### config.mk
export PLATFORM = sky130hd
export DESIGN_NAME = afb_cmdq
export DESIGN_NICKNAME = d
export VERILOG_FILES = /design/src/hw/rtl/attribute_framebuffer_plotter_macros.svh /design/src/hw/rtl/afb_pkg.sv /design/src/hw/rtl/afb_cmdq.sv
export SDC_FILE = /design/constraint.sdc
export NUM_CORES = 1
export LEC_CHECK = 0
export BUFFER_PORTS_ARGS = -buffer_cell sky130_fd_sc_hd__buf_2
export CAP_MARGIN = 0
export CORE_ASPECT_RATIO = 1.25
export CORE_UTILIZATION = 51
export DETAILED_ROUTE_END_ITERATION = 8
export PLACE_DENSITY_LB_ADDON = 0.05
export SETUP_SLACK_MARGIN = 0.4
export SYNTH_ARGS = -nofsm -noshare
export SYNTH_HDL_FRONTEND = slang
export SYNTH_SLANG_ARGS = --single-unit
### constraint.sdc
create_clock -name clk_i -period 3 [get_ports clk_i]
set_clock_uncertainty 0.05 [all_clocks]
set_input_delay 0 -clock clk_i [delete_from_list [all_inputs] [get_ports clk_i]]
set_output_delay 0 -clock clk_i [all_outputs]
set_load 0.02 [all_outputs]
### src/hw/rtl/attribute_framebuffer_plotter_macros.svh
// assertion macros used by the afb_back plotter module
// the asserting module provides clk_i and rst_ni
`ifndef ATTRIBUTE_FRAMEBUFFER_PLOTTER_MACROS_SVH
`define ATTRIBUTE_FRAMEBUFFER_PLOTTER_MACROS_SVH

// property that must hold at every clock edge outside reset
`define AFB_ASSERT(lbl, prop, msg) \
  lbl: assert property (@(posedge clk_i) disable iff (!rst_ni) (prop)) else $error(msg);

// condition that must be followed by an outcome in the next cycle
`define AFB_ASSERT_NEXT(lbl, pre, post, msg) \
  lbl: assert property (@(posedge clk_i) disable iff (!rst_ni) (pre) |=> (post)) \
    else $error(msg);

`endif

### src/hw/rtl/afb_pkg.sv
package afb_pkg;

  // screen and store geometry
  localparam int AFB_SCREEN_W   = 256;
  localparam int AFB_SCREEN_H   = 192;
  localparam int AFB_PIX_DEPTH  = 6144;
  localparam int AFB_ATTR_DEPTH = 768;
  localparam int AFB_PIX_AW     = 13;
  localparam int AFB_ATTR_AW    = 10;
  localparam int AFB_CMDQ_DEPTH = 2;

  // attribute byte fields
  localparam logic [7:0] AFB_ATTR_KEEP = 8'hB8;  // flash and paper survive a plot
  localparam logic [2:0] AFB_CLR_INK   = 3'd7;

  // input mode codes
  localparam logic [1:0] MODE_PLOT  = 2'd0;
  localparam logic [1:0] MODE_READ  = 2'd1;
  localparam logic [1:0] MODE_CLEAR = 2'd2;
  localparam logic [1:0] MODE_FILL  = 2'd3;

  // command kinds after classification
  typedef enum logic [1:0] {
    OP_SKIP,   // nothing to do, result is zero
    OP_READ,   // read one pixel colour
    OP_CLEAR,  // sweep both stores
    OP_RECT    // plot an inclusive on-screen rectangle
  } afb_op_e;

  typedef struct packed {
    afb_op_e    op;
    logic [7:0] xl;
    logic [7:0] xr;
    logic [7:0] yt;
    logic [7:0] yb;
    logic [3:0] color;
  } afb_cmd_t;

  typedef enum logic [1:0] {
    ST_IDLE,
    ST_WALK,
    ST_CLEAR,
    ST_DONE
  } afb_state_e;

  // interleaved bitmap address: third, pixel row, character row, byte column
  function automatic logic [AFB_PIX_AW-1:0] afb_pix_addr(input logic [7:0] row,
                                                         input logic [4:0] col);
    afb_pix_addr = {row[7:6], row[2:0], row[5:3], col};
  endfunction

  function automatic logic [AFB_ATTR_AW-1:0] afb_attr_addr(input logic [7:0] row,
                                                           input logic [4:0] col);
    afb_attr_addr = {row[7:3], col};
  endfunction

endpackage

### src/hw/rtl/afb_cmdq.sv
module afb_cmdq #(
  parameter int Depth = afb_pkg::AFB_CMDQ_DEPTH
) (
  input  logic              clk_i,
  input  logic              rst_ni,
  input  logic              push_i,
  input  afb_pkg::afb_cmd_t cmd_i,
  output logic              full_o,
  input  logic              pop_i,
  output logic              valid_o,
  output afb_pkg::afb_cmd_t cmd_o
);
  import afb_pkg::*;

  localparam int PtrW = $clog2(Depth);
  localparam int CntW = $clog2(Depth + 1);

  afb_cmd_t        slot_q [Depth];
  logic [PtrW-1:0] wr_ptr_q, wr_ptr_d, rd_ptr_q, rd_ptr_d;
  logic [CntW-1:0] cnt_q, cnt_d;

  assign valid_o = (cnt_q != '0);
  assign full_o  = (cnt_q == CntW'(Depth));
  assign cmd_o   = slot_q[rd_ptr_q];

  // pointer and count update
  always_comb begin
    wr_ptr_d = wr_ptr_q;
    rd_ptr_d = rd_ptr_q;
    cnt_d    = cnt_q;
    if (push_i) wr_ptr_d = (wr_ptr_q == PtrW'(Depth - 1)) ? '0 : wr_ptr_q + 1'b1;
    if (pop_i)  rd_ptr_d = (rd_ptr_q == PtrW'(Depth - 1)) ? '0 : rd_ptr_q + 1'b1;
    if (push_i && !pop_i)      cnt_d = cnt_q + 1'b1;
    else if (!push_i && pop_i) cnt_d = cnt_q - 1'b1;
  end

  always_ff @(posedge clk_i or negedge rst_ni) begin
    if (!rst_ni) begin
      wr_ptr_q <= '0;
      rd_ptr_q <= '0;
      cnt_q    <= '0;
    end else begin
      wr_ptr_q <= wr_ptr_d;
      rd_ptr_q <= rd_ptr_d;
      cnt_q    <= cnt_d;
    end
  end

  // slot storage
  always_ff @(posedge clk_i) begin
    if (push_i) slot_q[wr_ptr_q] <= cmd_i;
  end

endmodule

# Word-level counts from Yosys, hierarchy flattened
# Memory sizes are Yosys's and may differ from the RTL's.
# Index checks and enable logic that the tools add are counted.
# totals
regBits,4
inputBits,42
mem_bits_rw,76
wordCells,21
output_inout_bits,40
n_memories,1
# classes
muxes,6
addsub,4
n_eq_ne,1
n_reduce_logical,6
# memory_table
name,depth,width,rd,rd_ports_with_merged_regs,wr,line,rtl
slot_q,2,38,1,0,1,afb_cmdq.sv:18,afb_cmd_t slot_q [Depth];
# op_table
op,count
1-bit 2-to-1 mux,4
2-bit 2-to-1 mux,2
2-bit nonzero test,2
1-bit adder (second input constant),2
2-bit by 1-bit adder with 2-bit output (second input constant),1
2-bit == test (second input constant),1
1-bit logical AND,2
1-bit zero test,2
2-bit by 1-bit subtractor with 2-bit output (second input constant),1

# Depth between registers and ports, before layout
# logic_depth
word_depth,4
depth_mapped,5

# Worst setup path after synthesis
# No wires, ideal clock.
# synth_timing
kind,reg2reg
startpoint,reg wr_ptr_q
endpoint,"mem slot_q[0][0] in the netlist's numbering, enable pin"
stages_incl_launch_ff,2
n_path_buf,0
required_ns,2.512
arrival_time_ns,2.105
setup_time_ns,0.438
slack_ns,0.407
path_cell_list,dfrtp_1 nor2b_1
# synth_rtl
element,line,rtl
start: declaration,afb_cmdq.sv:19,"logic [PtrW-1:0] wr_ptr_q, wr_ptr_d, rd_ptr_q, rd_ptr_d;"
start signal: assignment,afb_cmdq.sv:43,wr_ptr_q <= wr_ptr_d;
end: declaration,afb_cmdq.sv:18,
# Straight into the memory's write port.

==> impl_metrics.yaml <==
outcome:
  outcome: "complete, no violations"
global_routing:
  grt_use_met1_pct: 19.68
  grt_pass1_vias: 1719
  grt_usage_pct: 17.99
  grt_max_degree: 40
  met3_usage_pct: 6.481
  antenna_found_initial: 0
  grt_pass1_wl_um: 7948
  top_usage_layer: "met2"
  overflow: 0
  gr-usage-met2_pct: 31.77
detailed_routing:
  final_antenna_net_count: 0
  wirelength_um: 5168
  vias: 1635
  first_iter_violations: 75
  wl_per_cell_um: 15.47
  via_per_inst: 4.895
  drt-pass1-iter-count: 4
  drc_errors: 0
critical_path:
  reg2reg_depth: 2
  cp_num_buf_inv: 1
  reg2reg_from: "wr_ptr_q$_DFFE_PN0P_"
  path_cells: "mux2_2 -> buf_2"
  critPathSlowestCell: "dfrtp_2"
  cp_num_cells: 2
  crit_family: "flip-flops"
  cpPeakStageDelay_ns: 1.00
  crit_path_end_kind: "output port"
  r2r-end: "slot_q[0][10]$_DFFE_PP_"
  cp-start-kind: "flop"
  crit_arrival_ns: 1.97
  cp_max_fo: 39
  reg2reg_slack_ns: 1.34
  required_ns: 2.95
  path_class: "flop to output port"
worst_hold_path:
  holdCritStartpoint: "cmd_i[18]"
  hold_class: "input pin to flop"
  whs_path_depth: 2
  min_to: "slot_q[1][18]$_DFFE_PP_"
floorplanning:
  core_region_area_um2: 5518
  rows: 30
  dieArea_um2: 6150
  die_w_um: 70.35
  initial_utilization_pct: 53.97
  io_pins: 82
  fp.dieH_um: 87.43
job:
  maxCapViolations: 0
yosys:
  synthMuxAreaShare_pct: 15.63
  syn-num-nets: 177
  synth_top_family_by_area: "multiplexers"
  synth-compound-area-share_pct: 0
  netlist_instances: 134
  synth_fa_ha_area_share_pct: 0.4202
  synthSimpleGateAreaFrac_pct: 0.9664
  synthDistinctLibCells: 15
  ys_seq_elements: 80
  ys_seq_area_share_pct: 80.00
  synth.avg_cell_area_um2: 22.22
  synthXorXnorAreaFrac_pct: 1.471
  yosysWarnings: 0
  synth_area_um2: 2978
timing:
  tightest_slew_ns: 0.9822
  slew_viol_final: 0
  rsz0062_at_grt: "false"
  max_slew_margin_pct: 34.52
  setup_tns_ns: 0
  fin_crit_sh_pct: 67.41
  setup_viol: 0
  fin_hold_ws_ns: 0.3252
  min_period_ns: 2.022
  max_freq_mhz: 494.5
  finalHoldViolCount: 0
finish:
  finalNetCount: 308
  layout_commonest_cell: "buf_2"
  synthToLayoutAreaGrowth_pct: 35.92
  final_cell_mix: "buf_2, edfxtp_1, dlygate4sd3_1, mux2_2, mux2_4"
  diodes: 0
  post_route_cells_drive_above_1_share_pct: 51.11
  fillers: 338
clock_tree:
  cts_buffers: 9
  cts_buffer_depth: 2
  clkLatencyLatePin_ns: 0.34
  clock-sinks: 80
  cts_tree: "yes"
  htree_levels: 3
  clk_pin_slew_ns: 0.07
  cts_resized: 0
  cts_root_buf: "clkbuf_8"
place:
  port_buffers: 81
  place_congestion: 0.6747
  dp_hpwl_um: 3159
power:
  vdd_drop_max_mv: 0.6520
  power_density_nw_per_um2: 866.3
  power_leakage_uw: 0.001595
## kinds of logic after synthesis
| family | count (synthesis) |
|---|---|
| flip-flops | 80 |
| multiplexers | 38 |
| XOR/XNOR | 5 |
| buffers and inverters | 5 |
| AND/OR/NAND/NOR | 5 |
| adder cells (fa/ha/maj) | 1 |
## metrics by stage
stage | worst slack (ns) | cells | cell area, µm² | total power (µW) | util (%)
finish | 0.9778 | 334 | 4048 | 3506 | 73.36
global route | 0.8809 | 334 | 4048 | 3671 | 73.36
CTS | 0.9562 | 334 | 4048 | 3542 | 73.36
detailed placement | 1.316 | 276 | 3440 | 2757 | 62.34
global placement | 1.385 | 276 | 3440 | 2711 | 62.34
floorplan | 0.4069 | 134 | 2978 | 2447 | -
## cell type report
class	count	area (µm²)	share of cell area, %
Clock inverter	6	60.06	1.484
Timing Repair Buffer	124	833.3	20.59
Tap cell	64	80.08	1.978
Multi-Input combinational cell	49	559.3	13.82
Clock buffer	10	127.6	3.153
Sequential cell	80	2384	58.89
Inverter	1	3.754	0.09274
## flip-flops by register name, summed over array words and instances, names as in the netlist
signal	cells
cnt_q	2
rd_ptr_q	1
slot_q	76
wr_ptr_q	1
## synthesized netlist by cell type, drive strengths merged
library cell  instances  area, µm²
edfxtp               76       2282
mux2                 38      465.4
buf                   4      41.28
dfrtp                 4      100.1
xor2                  4      35.03
nor2b                 2      12.51
and2                  1      6.260
ha                    1      12.51
inv                   1      3.750
nor2                  1      3.750
or2                   1      6.260
xnor2                 1      8.760
## power breakdown
part,internal (µW),leakage [µW],switching [µW],total [µW]
Clock,380,0.0000937,363,743
Combinational,516,0.000742,579,1090
Sequential,1490,0.000759,182,1670
## per-layer routing
layer / vias up / share of wire [%] / routed length [µm]
met2: 53 / 55 / 2820
met4: 0 / 1.1 / 57
met3: 6 / 5.7 / 293
met5: - / 0 / 0
met1: 793 / 39 / 1995
li1: 783 / - / -
## repair_timing
action                    CTS  global route
buffers inserted            0             0
hold endpoints to repair   83             0
hold buffers               42             0
## worst max-delay path by stage
| stage | slack [ns] | from | to |
|---|---|---|---|
| global placement | 1.39 | rd_ptr_q$_DFFE_PN0P_ | cmd_o[17] |
| CTS | 0.96 | rd_ptr_q$_DFFE_PN0P_ | cmd_o[22] |
| floorplan | 0.41 | wr_ptr_q$_DFFE_PN0P_ | slot_q[0][0]$_DFFE_PP_ |
| global route | 0.88 | rd_ptr_q$_DFFE_PN0P_ | cmd_o[13] |
| detailed placement | 1.32 | wr_ptr_q$_DFFE_PN0P_ | slot_q[0][8]$_DFFE_PP_ |
| finish | 0.98 | rd_ptr_q$_DFFE_PN0P_ | cmd_o[23] |
## worst reg2reg max path, delay by kind of cell (launching register included)
family	cells	cell delay (ns)
buffers and inverters	1	0.39
flip-flops	1	0.43
AND/OR/NAND/NOR	1	0.47
Power figures use the tool's default switching activity.
