`src/hw/rtl/attribute_framebuffer_plotter_macros.svh`:
```
// assertion macros used by the afb_back plotter module
// the asserting module provides clk_i and rst_ni
`ifndef ATTRIBUTE_FRAMEBUFFER_PLOTTER_MACROS_SVH
`define ATTRIBUTE_FRAMEBUFFER_PLOTTER_MACROS_SVH

// property that must hold at every clock edge outside reset
`define AFB_ASSERT(lbl, prop, msg) \
  lbl: assert property (@(posedge clk_i) disable iff (!rst_ni) (prop)) else $error(msg);

// condition that must be followed by an outcome in the next cycle
`define AFB_ASSERT_NEXT(lbl, pre, post, msg) \
  lbl: assert property (@(posedge clk_i) disable iff (!rst_ni) (pre) |=> (post)) \
    else $error(msg);

`endif

```
`src/hw/rtl/afb_pkg.sv`:
```
package afb_pkg;

  // screen and store geometry
  localparam int AFB_SCREEN_W   = 256;
  localparam int AFB_SCREEN_H   = 192;
  localparam int AFB_PIX_DEPTH  = 6144;
  localparam int AFB_ATTR_DEPTH = 768;
  localparam int AFB_PIX_AW     = 13;
  localparam int AFB_ATTR_AW    = 10;
  localparam int AFB_CMDQ_DEPTH = 2;

  // attribute byte fields
  localparam logic [7:0] AFB_ATTR_KEEP = 8'hB8;  // flash and paper survive a plot
  localparam logic [2:0] AFB_CLR_INK   = 3'd7;

  // input mode codes
  localparam logic [1:0] MODE_PLOT  = 2'd0;
  localparam logic [1:0] MODE_READ  = 2'd1;
  localparam logic [1:0] MODE_CLEAR = 2'd2;
  localparam logic [1:0] MODE_FILL  = 2'd3;

  // command kinds after classification
  typedef enum logic [1:0] {
    OP_SKIP,   // nothing to do, result is zero
    OP_READ,   // read one pixel colour
    OP_CLEAR,  // sweep both stores
    OP_RECT    // plot an inclusive on-screen rectangle
  } afb_op_e;

  typedef struct packed {
    afb_op_e    op;
    logic [7:0] xl;
    logic [7:0] xr;
    logic [7:0] yt;
    logic [7:0] yb;
    logic [3:0] color;
  } afb_cmd_t;

  typedef enum logic [1:0] {
    ST_IDLE,
    ST_WALK,
    ST_CLEAR,
    ST_DONE
  } afb_state_e;

  // interleaved bitmap address: third, pixel row, character row, byte column
  function automatic logic [AFB_PIX_AW-1:0] afb_pix_addr(input logic [7:0] row,
                                                         input logic [4:0] col);
    afb_pix_addr = {row[7:6], row[2:0], row[5:3], col};
  endfunction

  function automatic logic [AFB_ATTR_AW-1:0] afb_attr_addr(input logic [7:0] row,
                                                           input logic [4:0] col);
    afb_attr_addr = {row[7:3], col};
  endfunction

endpackage

```
`src/hw/rtl/afb_front.sv`:
```
module afb_front (
  input  logic              in_valid_i,
  output logic              in_stall_o,
  input  logic [1:0]        mode_i,
  input  logic signed [9:0] x_i,
  input  logic signed [9:0] y_i,
  input  logic [8:0]        width_i,
  input  logic [8:0]        height_i,
  input  logic [3:0]        color_i,
  input  logic              q_full_i,
  input  logic              init_busy_i,
  output logic              q_push_o,
  output afb_pkg::afb_cmd_t q_cmd_o
);
  import afb_pkg::*;

  logic signed [10:0] x_s, y_s, x_end, y_end;
  logic signed [10:0] x_lo, y_lo, x_hi, y_hi, x_last, y_last;
  logic               pt_on, rect_empty;

  // handshake toward the queue
  assign in_stall_o = q_full_i || init_busy_i;
  assign q_push_o   = in_valid_i && !in_stall_o;

  // single pixel on screen
  assign pt_on = !x_i[9] && !x_i[8] && !y_i[9] && !y_i[8] && (y_i[7:6] != 2'b11);

  // rectangle clipping
  always_comb begin
    x_s    = {x_i[9], x_i};
    y_s    = {y_i[9], y_i};
    x_end  = x_s + $signed({2'b00, width_i});
    y_end  = y_s + $signed({2'b00, height_i});
    x_lo   = x_i[9] ? '0 : x_s;
    y_lo   = y_i[9] ? '0 : y_s;
    x_hi   = (x_end > $signed(11'(AFB_SCREEN_W))) ? $signed(11'(AFB_SCREEN_W)) : x_end;
    y_hi   = (y_end > $signed(11'(AFB_SCREEN_H))) ? $signed(11'(AFB_SCREEN_H)) : y_end;
    x_last = x_hi - 11'sd1;
    y_last = y_hi - 11'sd1;
    rect_empty = (x_hi <= x_lo) || (y_hi <= y_lo);
  end

  // classify the beat into a command
  always_comb begin
    q_cmd_o.op    = OP_SKIP;
    q_cmd_o.xl    = x_i[7:0];
    q_cmd_o.xr    = x_i[7:0];
    q_cmd_o.yt    = y_i[7:0];
    q_cmd_o.yb    = y_i[7:0];
    q_cmd_o.color = color_i;
    unique case (mode_i)
      MODE_PLOT: begin
        if (pt_on) q_cmd_o.op = OP_RECT;
      end
      MODE_READ: begin
        if (pt_on) q_cmd_o.op = OP_READ;
      end
      MODE_CLEAR: begin
        q_cmd_o.op = OP_CLEAR;
      end
      MODE_FILL: begin
        if (!rect_empty) q_cmd_o.op = OP_RECT;
        q_cmd_o.xl = x_lo[7:0];
        q_cmd_o.xr = x_last[7:0];
        q_cmd_o.yt = y_lo[7:0];
        q_cmd_o.yb = y_last[7:0];
      end
      default: ;
    endcase
  end

endmodule

```
`config.mk`:
```
export PLATFORM = sky130hd
export DESIGN_NAME = afb_front
export DESIGN_NICKNAME = d
export VERILOG_FILES = /design/src/hw/rtl/attribute_framebuffer_plotter_macros.svh /design/src/hw/rtl/afb_pkg.sv /design/src/hw/rtl/afb_front.sv
export SDC_FILE = /design/constraint.sdc
export NUM_CORES = 1
export LEC_CHECK = 0
export BUFFER_PORTS_ARGS = -buffer_cell sky130_fd_sc_hd__clkbuf_2
export CELL_PAD_IN_SITES_DETAIL_PLACEMENT = 2
export CELL_PAD_IN_SITES_GLOBAL_PLACEMENT = 2
export CORE_UTILIZATION = 30
export DETAILED_ROUTE_END_ITERATION = 12
export PLACE_DENSITY_LB_ADDON = 0.1
export SYNTH_ARGS = -nofsm -noshare
export SYNTH_HDL_FRONTEND = slang
export SYNTH_SLANG_ARGS = --single-unit
```
`constraint.sdc`:
```
create_clock -name vclk -period 16.69
set_clock_uncertainty 0.1 [all_clocks]
set_input_delay 3.338 -clock vclk [all_inputs]
set_output_delay 3.338 -clock vclk [all_outputs]
set_load 0.005 [all_outputs]
```
After elaboration in Yosys (flattened, before gate mapping)
Cells that the tools add are included.
{ "classes": {"reduce_logical": 13, "muxes": 9, "eq_ne": 4, "addsub": 4, "magnitude_cmp": 4} }
{ "op_table": {"columns": ["op", "n"], "rows": [
  ["$mux 32", 1],
  ["$add 10x10->11", 2],
  ["$le 11x10->1", 2],
  ["$mux 11", 2],
  ["$mux 9", 2],
  ["$sub 8x2->8 const B", 2],
  ["$gt 11x10->1 const B", 1],
  ["$gt 11x9->1 const B", 1],
  ["$pmux 2 s4", 1],
  ["$logic_and 1x1->1", 5],
  ["$logic_not 1->1", 5],
  ["$eq 2x2->1 const B", 2],
  ["$mux 2", 2],
  ["$eq 2x1->1 const B", 1],
  ["$logic_not 2->1", 1],
  ["$logic_or 1x1->1", 2],
  ["$ne 2x2->1 const B", 1],
  ["$mux 1", 1]
]} }
{ "totals": {"ff_bits": 0, "output_inout_bits": 40, "in_bits": 47, "wordCells": 34} }

Longest topological paths before layout
Gate-level depths: netlist of the first run.
{ "depth": {"ltp_word": 7, "depth_mapped": 20, "depth_no_buf": 20} }

Worst setup path after synthesis of the first run
No wires, ideal clock.
{ "synth_path": {"path_kind": "input to output", "from": "in y_i[0]", "to": "out q_cmd_o[36] (netlist name)", "required_ns": 13.252, "path_buffers": 0, "arrival_time_ns": 6.981, "path_stages": 20, "path_slack_ns": 6.271, "path_cell_list": "ha_1 > inv_1 > fa_1 > nor2b_1 > o211ai_1 > a21oi_1 > mux2_2 > o311ai_1 > o21bai_2 > nand2b_1 > inv_1 > ha_1 > nor2b_1 > o21ai_0 > a21o_1 > a211oi_1 > a21oi_1 > a21oi_1 > mux2i_1 > o22ai_1"} }
{ "synth_lines": {"columns": ["item", "line", "rtl"], "rows": [
  ["start: declaration", "afb_front.sv:6", "input logic signed [9:0] y_i,"],
  ["end: declaration", "afb_front.sv:13", "output afb_pkg::afb_cmd_t q_cmd_o"]
]} }

==> results of run 1 <==
[power by group]
group,leakage [nW],internal [mW],switching [mW],total [mW]
combinational,1.34,0.0554,0.0754,0.131
clock,0,0,0,0
sequential,0,0,0,0
total,1.34,0.0554,0.0754,0.131
[layer usage]
layer | vias to the layer above | wire length, um | GRT usage
li1 | 1418 | - | -
met1 | 1382 | 3480 | 0.230
met2 | 45 | 4550 | 0.411
met3 | 6 | 168 | 0.00829
met4 | 0 | 108 | 0.0265
met5 | - | 0 | 0
[per-stage QoR]
| step | utilization | instances | hold slack [ns] | setup slack, ns | total power [mW] |
|---|---|---|---|---|---|
| after floorplan | - | 356 | 6.63 | 6.27 | 0.0933 |
| after global placement | 0.366 | 521 | 6.58 | 5.40 | 0.129 |
| final | 0.366 | 521 | 6.58 | 5.33 | 0.131 |
| after detailed placement | 0.366 | 521 | 6.58 | 5.27 | 0.133 |
| after CTS | 0.366 | 521 | 6.58 | 5.26 | 0.134 |
| after global routing | 0.366 | 521 | 6.58 | 4.99 | 0.149 |
[synth_stat cells, drive strengths merged, types with 2 or more instances]
| cell | instances |
|---|---|
| and3b | 3 |
| a21o | 7 |
| o22ai | 2 |
| xnor2 | 9 |
| a211o | 3 |
| nor3b | 5 |
| nor2 | 37 |
| and2 | 16 |
| a31oi | 10 |
| mux2 | 2 |
| clkbuf | 7 |
| mux2i | 2 |
| o21a | 4 |
| nor2b | 8 |
| o21ba | 2 |
| nand3 | 8 |
| and3 | 2 |
| inv | 19 |
| o21ai | 23 |
| nand2 | 35 |
| a21boi | 3 |
| nor4b | 2 |
| nand4 | 2 |
| nor3 | 13 |
| nor4 | 4 |
| a22oi | 2 |
| buf | 9 |
| or3 | 3 |
| nand2b | 21 |
| or2 | 2 |
| xor2 | 5 |
| fa | 2 |
| or4 | 2 |
| o311ai | 2 |
| a211oi | 7 |
| o211ai | 8 |
| ha | 37 |
| a21oi | 17 |
[cells by family after synthesis]
kind of cell               share of synthesized area
and+or+nand+nor                                0.360
xor gates and xnor gates                      0.0618
adders and majority gates                      0.209
AOI/OAI and AO/OA                              0.284
buffers and inverters                         0.0680
muxes                                         0.0176
[layout make-up]
class                           count  share of cell area
Multi-Input combinational cell    321               0.791
Tap cell                          102              0.0449
Timing Repair Buffer               79               0.139
Inverter                           19              0.0251
[worst max-delay path, cell delays in order]
cell and delay [ns]:
clkbuf_2 0.11, ha_1 0.22, inv_1 0.07, fa_1 0.45, nor2b_1 0.23, o211ai_1 0.18, a21oi_1 0.26, mux2_2 0.37
o311ai_1 0.50, o21bai_2 0.23, nand2b_1 0.16, inv_1 0.06, ha_1 0.29, nor2b_1 0.13, o21ai_0 0.08, a21o_1 0.18
a211oi_1 0.36, a21oi_1 0.12, a21oi_1 0.16, mux2i_1 0.12, o22ai_1 0.17, clkbuf_2 0.14
[how the worst min path moves through the flow]
stage	startpoint	slack [ns]	depth (start not counted)	to
global placement	color_i[0]	6.58	0	q_cmd_o[0]
finish	color_i[2]	6.58	0	q_cmd_o[2]
floorplan	mode_i[1]	6.63	1	q_cmd_o[36]
detailed placement	color_i[0]	6.58	0	q_cmd_o[0]
CTS	color_i[0]	6.58	0	q_cmd_o[0]
global route	color_i[2]	6.58	0	q_cmd_o[2]
==> metrics.txt, run 1 <==
# TYPE chip_impl_metric gauge
chip_impl_info{name="outcome",value="finished, final reports clean"} 1
chip_impl_metric{name="post_route_cells_drive_above_1_share",unit=""} 0.229
chip_impl_metric{name="ys_warn_count",unit=""} 0
chip_impl_metric{name="sequential_cell_total",unit=""} 0
chip_impl_info{name="synth_top_cells_by_area",value="ha_1 (19%), nor2_1 (5.8%), nand2_1 (5.4%), nand2b_1 (5.4%), and2_1 (4.2%)"} 1
chip_impl_metric{name="regArea",unit="sq um"} 0
chip_impl_metric{name="drv_cap",unit=""} 0
chip_impl_info{name="leading_cell_type_in_the_layout_fill_and_taps_excluded",value="clkbuf_2"} 1
chip_impl_metric{name="die_h",unit="um"} 91.7
chip_impl_metric{name="postRouteWirelength",unit="mm"} 8.31
chip_impl_metric{name="grt_antenna_before_repair",unit=""} 0
chip_impl_metric{name="timing.setup.tns",unit="ns"} 0
chip_impl_metric{name="multi_input_comb_area",unit="sq um"} 2250
chip_impl_metric{name="via_count_of_the_first_global_routing_pass",unit=""} 3030
chip_impl_metric{name="synth_sequential_area_ratio",unit=""} 0
chip_impl_metric{name="critPathMaxFanout",unit=""} 9
chip_impl_metric{name="cp.arrival",unit="ns"} 7.93
chip_impl_metric{name="nNetsFinal",unit=""} 507
chip_impl_metric{name="final_design_area_no_fill",unit="sq um"} 2840
chip_impl_metric{name="fraction_of_synthesized_cell_area_taken_by_the_top_area_cell_type",unit=""} 0.192
chip_impl_info{name="layout.cells.most_common_list",value="clkbuf_2 (79), nor2_1 (37), ha_1 (37)"} 1
chip_impl_metric{name="die_area",unit="sq um"} 8400
chip_impl_metric{name="nClkBuffers",unit=""} 0
chip_impl_metric{name="worst_slew_margin_rel",unit=""} 0.427
chip_impl_metric{name="antennaDiodeCount",unit=""} 0
chip_impl_metric{name="start_util",unit=""} 0.310
chip_impl_metric{name="syn_nets",unit=""} 442
chip_impl_metric{name="detailed_placer_s_ending_hpwl",unit="mm"} 7.37
chip_impl_metric{name="hold_viol",unit=""} 0
chip_impl_metric{name="placement.cell_area",unit="sq um"} 2840
chip_impl_metric{name="grt_pass1_wl",unit="mm"} 14.1
chip_impl_metric{name="drc",unit=""} 0
chip_impl_metric{name="portBuffers",unit=""} 79
chip_impl_metric{name="final-max-slew-violation-count",unit=""} 0
chip_impl_metric{name="drt_first_iter_violations",unit=""} 27
chip_impl_metric{name="post-cts-setup-buffer-count",unit=""} 0
chip_impl_info{name="synth_largest_area_cell",value="ha_1"} 1
chip_impl_metric{name="synth.distinct_cells",unit=""} 60
chip_impl_metric{name="max_slew.worst_pin.slew",unit="ns"} 0.860
chip_impl_metric{name="achievable-frequency",unit="MHz"} 88.0
chip_impl_info{name="setup.worst_path.end_class",value="output pin"} 1
chip_impl_metric{name="globalRoute.totalOverflow",unit=""} 0
chip_impl_metric{name="finalCritPeriodShare",unit=""} 0.681
chip_impl_metric{name="final.min_clock_period",unit="ns"} 11.36
chip_impl_metric{name="leakagePower",unit="nW"} 1.34
chip_impl_metric{name="coreArea",unit="sq um"} 7770
chip_impl_metric{name="detail_route.vias_per_cell",unit=""} 5.47
chip_impl_info{name="rsz0062_at_grt",value="false"} 1
chip_impl_metric{name="grt_max_degree",unit=""} 25
chip_impl_info{name="timing.critical_path.from_type",value="input pin"} 1
chip_impl_metric{name="holdBufCountCts",unit=""} 0
chip_impl_metric{name="power_density",unit="nW/um^2"} 46.0
chip_impl_info{name="worstSetupEndpoint",value="q_cmd_o[36]"} 1
chip_impl_info{name="crit_path_class",value="in -> out"} 1
chip_impl_info{name="worstSetupStartpoint",value="y_i[0]"} 1
chip_impl_metric{name="place_congestion",unit=""} 0.906
chip_impl_info{name="hp-class",value="in -> out"} 1
chip_impl_metric{name="chipWidth",unit="um"} 91.7
chip_impl_metric{name="synth.avg_cell_area",unit="sq um"} 6.77
chip_impl_metric{name="io_pins",unit=""} 87
chip_impl_metric{name="vdd.ir_drop.worst",unit="V"} 0.0000154
chip_impl_metric{name="wire_per_inst",unit="um"} 16.0
chip_impl_metric{name="setup_viol",unit=""} 0
chip_impl_metric{name="synthesis.area",unit="sq um"} 2410
chip_impl_metric{name="worst_path_required",unit="ns"} 13.25
chip_impl_metric{name="drt_first_pass_iters",unit=""} 4
chip_impl_metric{name="syn-instance-count",unit=""} 356
chip_impl_metric{name="route.antenna.remaining_nets",unit=""} 0
chip_impl_metric{name="areaGrowthSynthToFinish",unit="%"} 17.9
chip_impl_metric{name="fill_cells",unit=""} 998
chip_impl_metric{name="fp-row-count",unit=""} 32
chip_impl_metric{name="globalRouteTotalUtil",unit=""} 0.201
chip_impl_metric{name="num_vias",unit=""} 2851
chip_impl_metric{name="cts-resized-gates",unit=""} 0
(Power assumes the default switching activity.)
==> run 2: changes to the inputs <==
ABC_AREA = 1   (was default)
CORE_UTILIZATION = 25   (was 30)
clock period = 10.7 ns   (was 16.69 ns; I/O delays follow)
==> metrics.txt, run 2 <==
# TYPE chip_impl_metric gauge
chip_impl_info{name="outcome",value="finished, final reports clean"} 1
chip_impl_metric{name="chipWidth",unit="um"} 98.4
chip_impl_metric{name="vdd.ir_drop.worst",unit="V"} 0.0000191
chip_impl_metric{name="synth.distinct_cells",unit=""} 37
chip_impl_metric{name="synth-compound-area-share",unit=""} 0.136
chip_impl_info{name="timing.critical_path.from_type",value="input pin"} 1
chip_impl_metric{name="ys_warn_count",unit=""} 0
chip_impl_metric{name="num_vias",unit=""} 2996
chip_impl_metric{name="final.min_clock_period",unit="ns"} 7.77
chip_impl_metric{name="finish.utilization",unit=""} 0.317
chip_impl_metric{name="route.antenna.remaining_nets",unit=""} 0
chip_impl_metric{name="post_route_cells_drive_above_1_share",unit=""} 0.219
chip_impl_info{name="synth_top_cells_by_area",value="nand2_1 (23%), ha_1 (20%), inv_1 (10%), nand3_1 (6.5%), o21ai_0 (6.0%)"} 1
chip_impl_metric{name="fill_cells",unit=""} 1188
chip_impl_metric{name="worst_slew_margin_rel",unit=""} 0.449
chip_impl_metric{name="cp.arrival",unit="ns"} 5.53
chip_impl_metric{name="synth.mux.area_fraction",unit=""} 0
chip_impl_metric{name="regArea",unit="sq um"} 0
chip_impl_metric{name="via_count_of_the_first_global_routing_pass",unit=""} 3262
chip_impl_info{name="crit_path_class",value="in -> out"} 1
chip_impl_metric{name="setup_viol",unit=""} 0
chip_impl_info{name="post_synth_most_frequent_cells",value="nand2_1 (143), inv_1 (63), ha_1 (37), nor2_1 (33), nand3_1 (30)"} 1
chip_impl_metric{name="nClkBuffers",unit=""} 0
chip_impl_metric{name="globalRoute.totalOverflow",unit=""} 0
chip_impl_metric{name="syn_nets",unit=""} 512
chip_impl_metric{name="timing.setup.tns",unit="ns"} 0
chip_impl_metric{name="synth_adder_area_share",unit=""} 0.216
chip_impl_metric{name="final-max-slew-violation-count",unit=""} 0
chip_impl_metric{name="postRouteWirelength",unit="mm"} 8.86
chip_impl_metric{name="wire_per_inst",unit="um"} 14.6
chip_impl_metric{name="nNetsFinal",unit=""} 585
chip_impl_metric{name="synth-xor-area-share",unit=""} 0.0409
chip_impl_info{name="setup.worst_path.end_class",value="output pin"} 1
chip_impl_metric{name="drt_first_pass_iters",unit=""} 8
chip_impl_metric{name="drv_cap",unit=""} 0
chip_impl_metric{name="post_synth_and_or_nand_nor_area_fraction",unit=""} 0.474
chip_impl_metric{name="holdBufCountCts",unit=""} 0
chip_impl_metric{name="antennaDiodeCount",unit=""} 0
chip_impl_metric{name="areaGrowthSynthToFinish",unit="%"} 20.9
chip_impl_metric{name="place_congestion",unit=""} 0.865
chip_impl_metric{name="synth_sequential_area_ratio",unit=""} 0
chip_impl_metric{name="max_slew.worst_pin.slew",unit="ns"} 0.825
chip_impl_info{name="leading_cell_type_in_the_layout_fill_and_taps_excluded",value="nand2_1"} 1
chip_impl_metric{name="drt_first_iter_violations",unit=""} 33
chip_impl_metric{name="hold_viol",unit=""} 0
chip_impl_metric{name="slowest_delay",unit="ns"} 0.46
chip_impl_metric{name="grt_pass1_wl",unit="mm"} 14.9
chip_impl_metric{name="fp-row-count",unit=""} 34
chip_impl_metric{name="achievable-frequency",unit="MHz"} 129
chip_impl_info{name="hp-class",value="in -> out"} 1
chip_impl_metric{name="portBuffers",unit=""} 79
chip_impl_metric{name="leakagePower",unit="nW"} 1.69
chip_impl_info{name="rsz0062_at_grt",value="false"} 1
chip_impl_metric{name="detail_route.vias_per_cell",unit=""} 4.95
chip_impl_info{name="slowest_stage",value="fa_1"} 1
chip_impl_metric{name="worst_path_required",unit="ns"} 8.46
chip_impl_metric{name="die_area",unit="sq um"} 9680
chip_impl_info{name="layout.cells.most_common_list",value="nand2_1 (143), clkbuf_2 (79), inv_1 (63)"} 1
chip_impl_metric{name="fraction_of_synthesized_cell_area_taken_by_the_top_area_cell_type",unit=""} 0.231
chip_impl_metric{name="synth.avg_cell_area",unit="sq um"} 5.45
chip_impl_metric{name="die_h",unit="um"} 98.4
chip_impl_info{name="critical-path-top-cell-by-count",value="nand2_1"} 1
chip_impl_metric{name="syn-instance-count",unit=""} 426
chip_impl_metric{name="critPathMaxFanout",unit=""} 8
chip_impl_metric{name="finalCritPeriodShare",unit=""} 0.726
chip_impl_metric{name="synthesis.area",unit="sq um"} 2320
chip_impl_info{name="synth_top_family_by_area",value="simple AND/OR/NAND/NOR gates"} 1
chip_impl_metric{name="grt_antenna_before_repair",unit=""} 0
chip_impl_metric{name="io_pins",unit=""} 87
chip_impl_metric{name="globalRouteTotalUtil",unit=""} 0.188
chip_impl_metric{name="drc",unit=""} 0
chip_impl_metric{name="power_density",unit="nW/um^2"} 70.7
chip_impl_info{name="synth.most_common_cell",value="nand2_1"} 1
chip_impl_metric{name="start_util",unit=""} 0.263
chip_impl_metric{name="post-cts-setup-buffer-count",unit=""} 0
chip_impl_metric{name="coreArea",unit="sq um"} 8850
chip_impl_metric{name="sequential_cell_total",unit=""} 0
chip_impl_metric{name="grt_max_degree",unit=""} 28
chip_impl_info{name="synth_largest_area_cell",value="nand2_1"} 1
chip_impl_metric{name="cts-resized-gates",unit=""} 0
chip_impl_metric{name="detailed_placer_s_ending_hpwl",unit="mm"} 8.09
## run 2: final timing paths
kind | from | end | cells past startpoint
setup / recovery | x_i[0] | q_cmd_o[37] | 27
hold / removal | color_i[0] | q_cmd_o[0] | 0
## run 2: cells by family after synthesis
logic type,after synthesis
buf+inv,76
simple gates,245
xor+xnor,10
compound gates,56
fa+ha+maj,39
## run 2: where the power goes
group / switching (mW) / internal, mW
registers: 0 / 0
clock network: 0 / 0
logic: 0.124 / 0.0742
## run 2: cell type report
class	instances	area (sq um)	area share
Tap cell	108	135	0.0481
Timing Repair Buffer	79	395	0.141
Multi-Input combinational cell	350	2020	0.718
Inverter	68	263	0.0935
## run 2: stage by stage
stage | worst slack (ns) | instances | area, sq um | power (mW) | hold WS (ns)
finish | 2.93 | 605 | 2810 | 0.199 | 4.18
global route | 2.57 | 605 | 2810 | 0.229 | 4.18
CTS | 2.86 | 605 | 2810 | 0.203 | 4.18
detailed placement | 2.87 | 605 | 2810 | 0.202 | 4.18
global placement | 3.05 | 605 | 2810 | 0.195 | 4.18
floorplan | 3.57 | 426 | 2320 | 0.137 | 4.25
## run 2: worst max-delay path, delay by kind of cell
family                   cells  cell delay, ns
AND/OR/NAND/NOR             17            1.49
buffers and inverters        4            0.32
adder cells (fa/ha/maj)      3            0.95
XOR/XNOR                     1            0.26
AO/OA/AOI/OAI                2            0.37
## run 2: metal layers
layer / GRT usage / wire [um] / vias up
li1: - / - / 1518
met1: 0.203 / 3600 / 1420
met2: 0.402 / 4940 / 46
met3: 0.00358 / 141 / 12
met4: 0.0333 / 168 / 0
met5: 0 / 0 / -
==> run 3: changes to the inputs <==
ABC_AREA = 0   (was 1)
CORE_UTILIZATION = 28   (was 25)
clock period = 7.4 ns   (was 10.7 ns; I/O delays follow)
==> metrics.txt, run 3 (synthesis gave the netlist of run 1 again) <==
# TYPE chip_impl_metric gauge
chip_impl_metric{name="coreArea",unit="sq um"} 8260
chip_impl_metric{name="place_worst_setup_slack",unit="ns"} 0.0586
chip_impl_metric{name="grt_antenna_before_repair",unit=""} 0
chip_impl_metric{name="final.min_clock_period",unit="ns"} 7.04
chip_impl_metric{name="via_count_of_the_first_global_routing_pass",unit=""} 3102
chip_impl_metric{name="detail_route.vias_per_cell",unit=""} 5.51
chip_impl_metric{name="wire_per_inst",unit="um"} 16.9
chip_impl_metric{name="achievable-frequency",unit="MHz"} 142
chip_impl_metric{name="start_util",unit=""} 0.292
chip_impl_metric{name="die_h",unit="um"} 94.8
chip_impl_metric{name="sequential_cell_total",unit=""} 0
chip_impl_metric{name="areaGrowthSynthToFinish",unit="%"} 22.7
chip_impl_metric{name="post-cts-setup-buffer-count",unit=""} 0
chip_impl_metric{name="final-max-slew-violation-count",unit=""} 0
chip_impl_metric{name="power_switching_share",unit=""} 0.570
chip_impl_metric{name="num_vias",unit=""} 2920
chip_impl_metric{name="drt_first_iter_violations",unit=""} 29
chip_impl_metric{name="portBuffers",unit=""} 79
chip_impl_metric{name="cp.arrival",unit="ns"} 5.46
chip_impl_metric{name="setup_viol",unit=""} 0
chip_impl_metric{name="leakagePower",unit="nW"} 1.38
chip_impl_metric{name="grt_max_degree",unit=""} 25
chip_impl_info{name="critical-path-top-delay-family",value="compound AO/OA/AOI/OAI gates"} 1
chip_impl_metric{name="max_slew.worst_pin.slew",unit="ns"} 0.597
chip_impl_info{name="critical_path.cell_chain",value="clkbuf_2 -> ha_1 -> inv_1 -> fa_1 -> nor2b_2 -> o211ai_1 -> a21oi_2 -> mux2_2 -> o311ai_4 -> o21bai_2 -> nand2b_1 -> inv_1 -> ha_1 -> nor2b_1 -> o21ai_0 -> a21o_1 -> a311oi_1 -> nor2_1 -> a21oi_1 -> mux2i_1 -> o22ai_1 -> clkbuf_2"} 1
chip_impl_info{name="setup.worst_path.end_class",value="output pin"} 1
chip_impl_metric{name="chipWidth",unit="um"} 94.8
chip_impl_metric{name="critPathMaxFanout",unit=""} 4
chip_impl_info{name="layout.cells.most_common_list",value="clkbuf_2 (79), nor2_1 (37), ha_1 (37)"} 1
chip_impl_metric{name="cp_num_buf_inv",unit=""} 4
chip_impl_metric{name="drt_first_pass_iters",unit=""} 4
chip_impl_metric{name="die_area",unit="sq um"} 8990
chip_impl_metric{name="holdBufCountCts",unit=""} 0
chip_impl_metric{name="postRouteWirelength",unit="mm"} 8.95
chip_impl_metric{name="fp-row-count",unit=""} 33
chip_impl_metric{name="place_inst",unit=""} 530
chip_impl_metric{name="part_of_the_total_power_dissipated_in_the_clock_network",unit=""} 0
chip_impl_metric{name="nClkBuffers",unit=""} 0
chip_impl_metric{name="slowest_delay",unit="ns"} 0.46
chip_impl_metric{name="post_route_cells_drive_above_1_share",unit=""} 0.261
chip_impl_metric{name="finalWorstSetupSlack",unit="ns"} 0.355
chip_impl_metric{name="switching_power",unit="mW"} 0.182
chip_impl_metric{name="globalRouteTotalUtil",unit=""} 0.203
chip_impl_metric{name="final.hold.worst_slack",unit="ns"} 2.86
chip_impl_metric{name="worst_slew_margin_rel",unit=""} 0.601
chip_impl_info{name="slowest_stage",value="fa_1"} 1
chip_impl_metric{name="worst_path_required",unit="ns"} 5.82
chip_impl_metric{name="place_congestion",unit=""} 0.840
chip_impl_info{name="leading_cell_type_in_the_layout_fill_and_taps_excluded",value="clkbuf_2"} 1
chip_impl_info{name="outcome",value="finished, final reports clean"} 1
chip_impl_metric{name="detailed_placer_s_ending_hpwl",unit="mm"} 7.86
chip_impl_metric{name="antennaDiodeCount",unit=""} 0
chip_impl_info{name="crit_path_class",value="in -> out"} 1
chip_impl_metric{name="nNetsFinal",unit=""} 513
chip_impl_info{name="timing.critical_path.from_type",value="input pin"} 1
chip_impl_metric{name="hold_viol",unit=""} 0
chip_impl_metric{name="drc",unit=""} 0
chip_impl_info{name="hp-class",value="in -> out"} 1
chip_impl_metric{name="finish.utilization",unit=""} 0.358
chip_impl_metric{name="grt_pass1_wl",unit="mm"} 14.6
chip_impl_metric{name="route.antenna.remaining_nets",unit=""} 0
chip_impl_metric{name="p_comb_frac",unit=""} 1.000
chip_impl_metric{name="globalRoute.totalOverflow",unit=""} 0
chip_impl_metric{name="vdd.ir_drop.worst",unit="V"} 0.0000277
chip_impl_metric{name="drv_cap",unit=""} 0
chip_impl_metric{name="io_pins",unit=""} 87
chip_impl_metric{name="regArea",unit="sq um"} 0
chip_impl_metric{name="report.power.total",unit="mW"} 0.319
chip_impl_metric{name="p_int",unit="mW"} 0.137
chip_impl_metric{name="finalCritPeriodShare",unit=""} 0.952
chip_impl_metric{name="layoutNonFillerInstCount",unit=""} 530
chip_impl_metric{name="power_density",unit="nW/um^2"} 108
chip_impl_metric{name="p_seq_frac",unit=""} 0
[run 3: final timing paths]
| check | start | end | slack, ns | depth (start not counted) |
|---|---|---|---|---|
| min | color_i[0] | q_cmd_o[0] | 2.86 | 0 |
| max | y_i[0] | q_cmd_o[36] | 0.36 | 22 |
[run 3: power groups by stage]
stage	clock network (mW)	registers [mW]	logic, mW
global route	0	0	0.360
finish	0	0	0.319
detailed placement	0	0	0.311
CTS	0	0	0.312
floorplan	0	0	0.210
global placement	0	0	0.300
[run 3: area by class of cell]
class / instances / area [sq um]
fillers: 1053 / 5300
inverters: 19 / 71.3
multi-input cells: 321 / 2310
well taps: 105 / 131
repair buffers: 85 / 440
[run 3: routing by layer]
layer,wire length [um],up-vias,GRT usage
met3,187,9,0.00161
met5,0,-,0
met2,5000,51,0.428
met4,115,0,0.0240
met1,3650,1428,0.227
li1,-,1432,-
[run 3: through the flow]
stage	setup TNS [ns]	area, sq um
finish	0	2960
global route	-0.0115	2960
CTS	0	2890
detailed placement	0	2890
global placement	0	2890
floorplan	0	2410
[run 3: repair_timing]
item                                    4_1_cts  5_1_grt
hold endpoints to repair                      0        0
gates resized for setup                       0       13
endpoints found under the setup margin        0        2
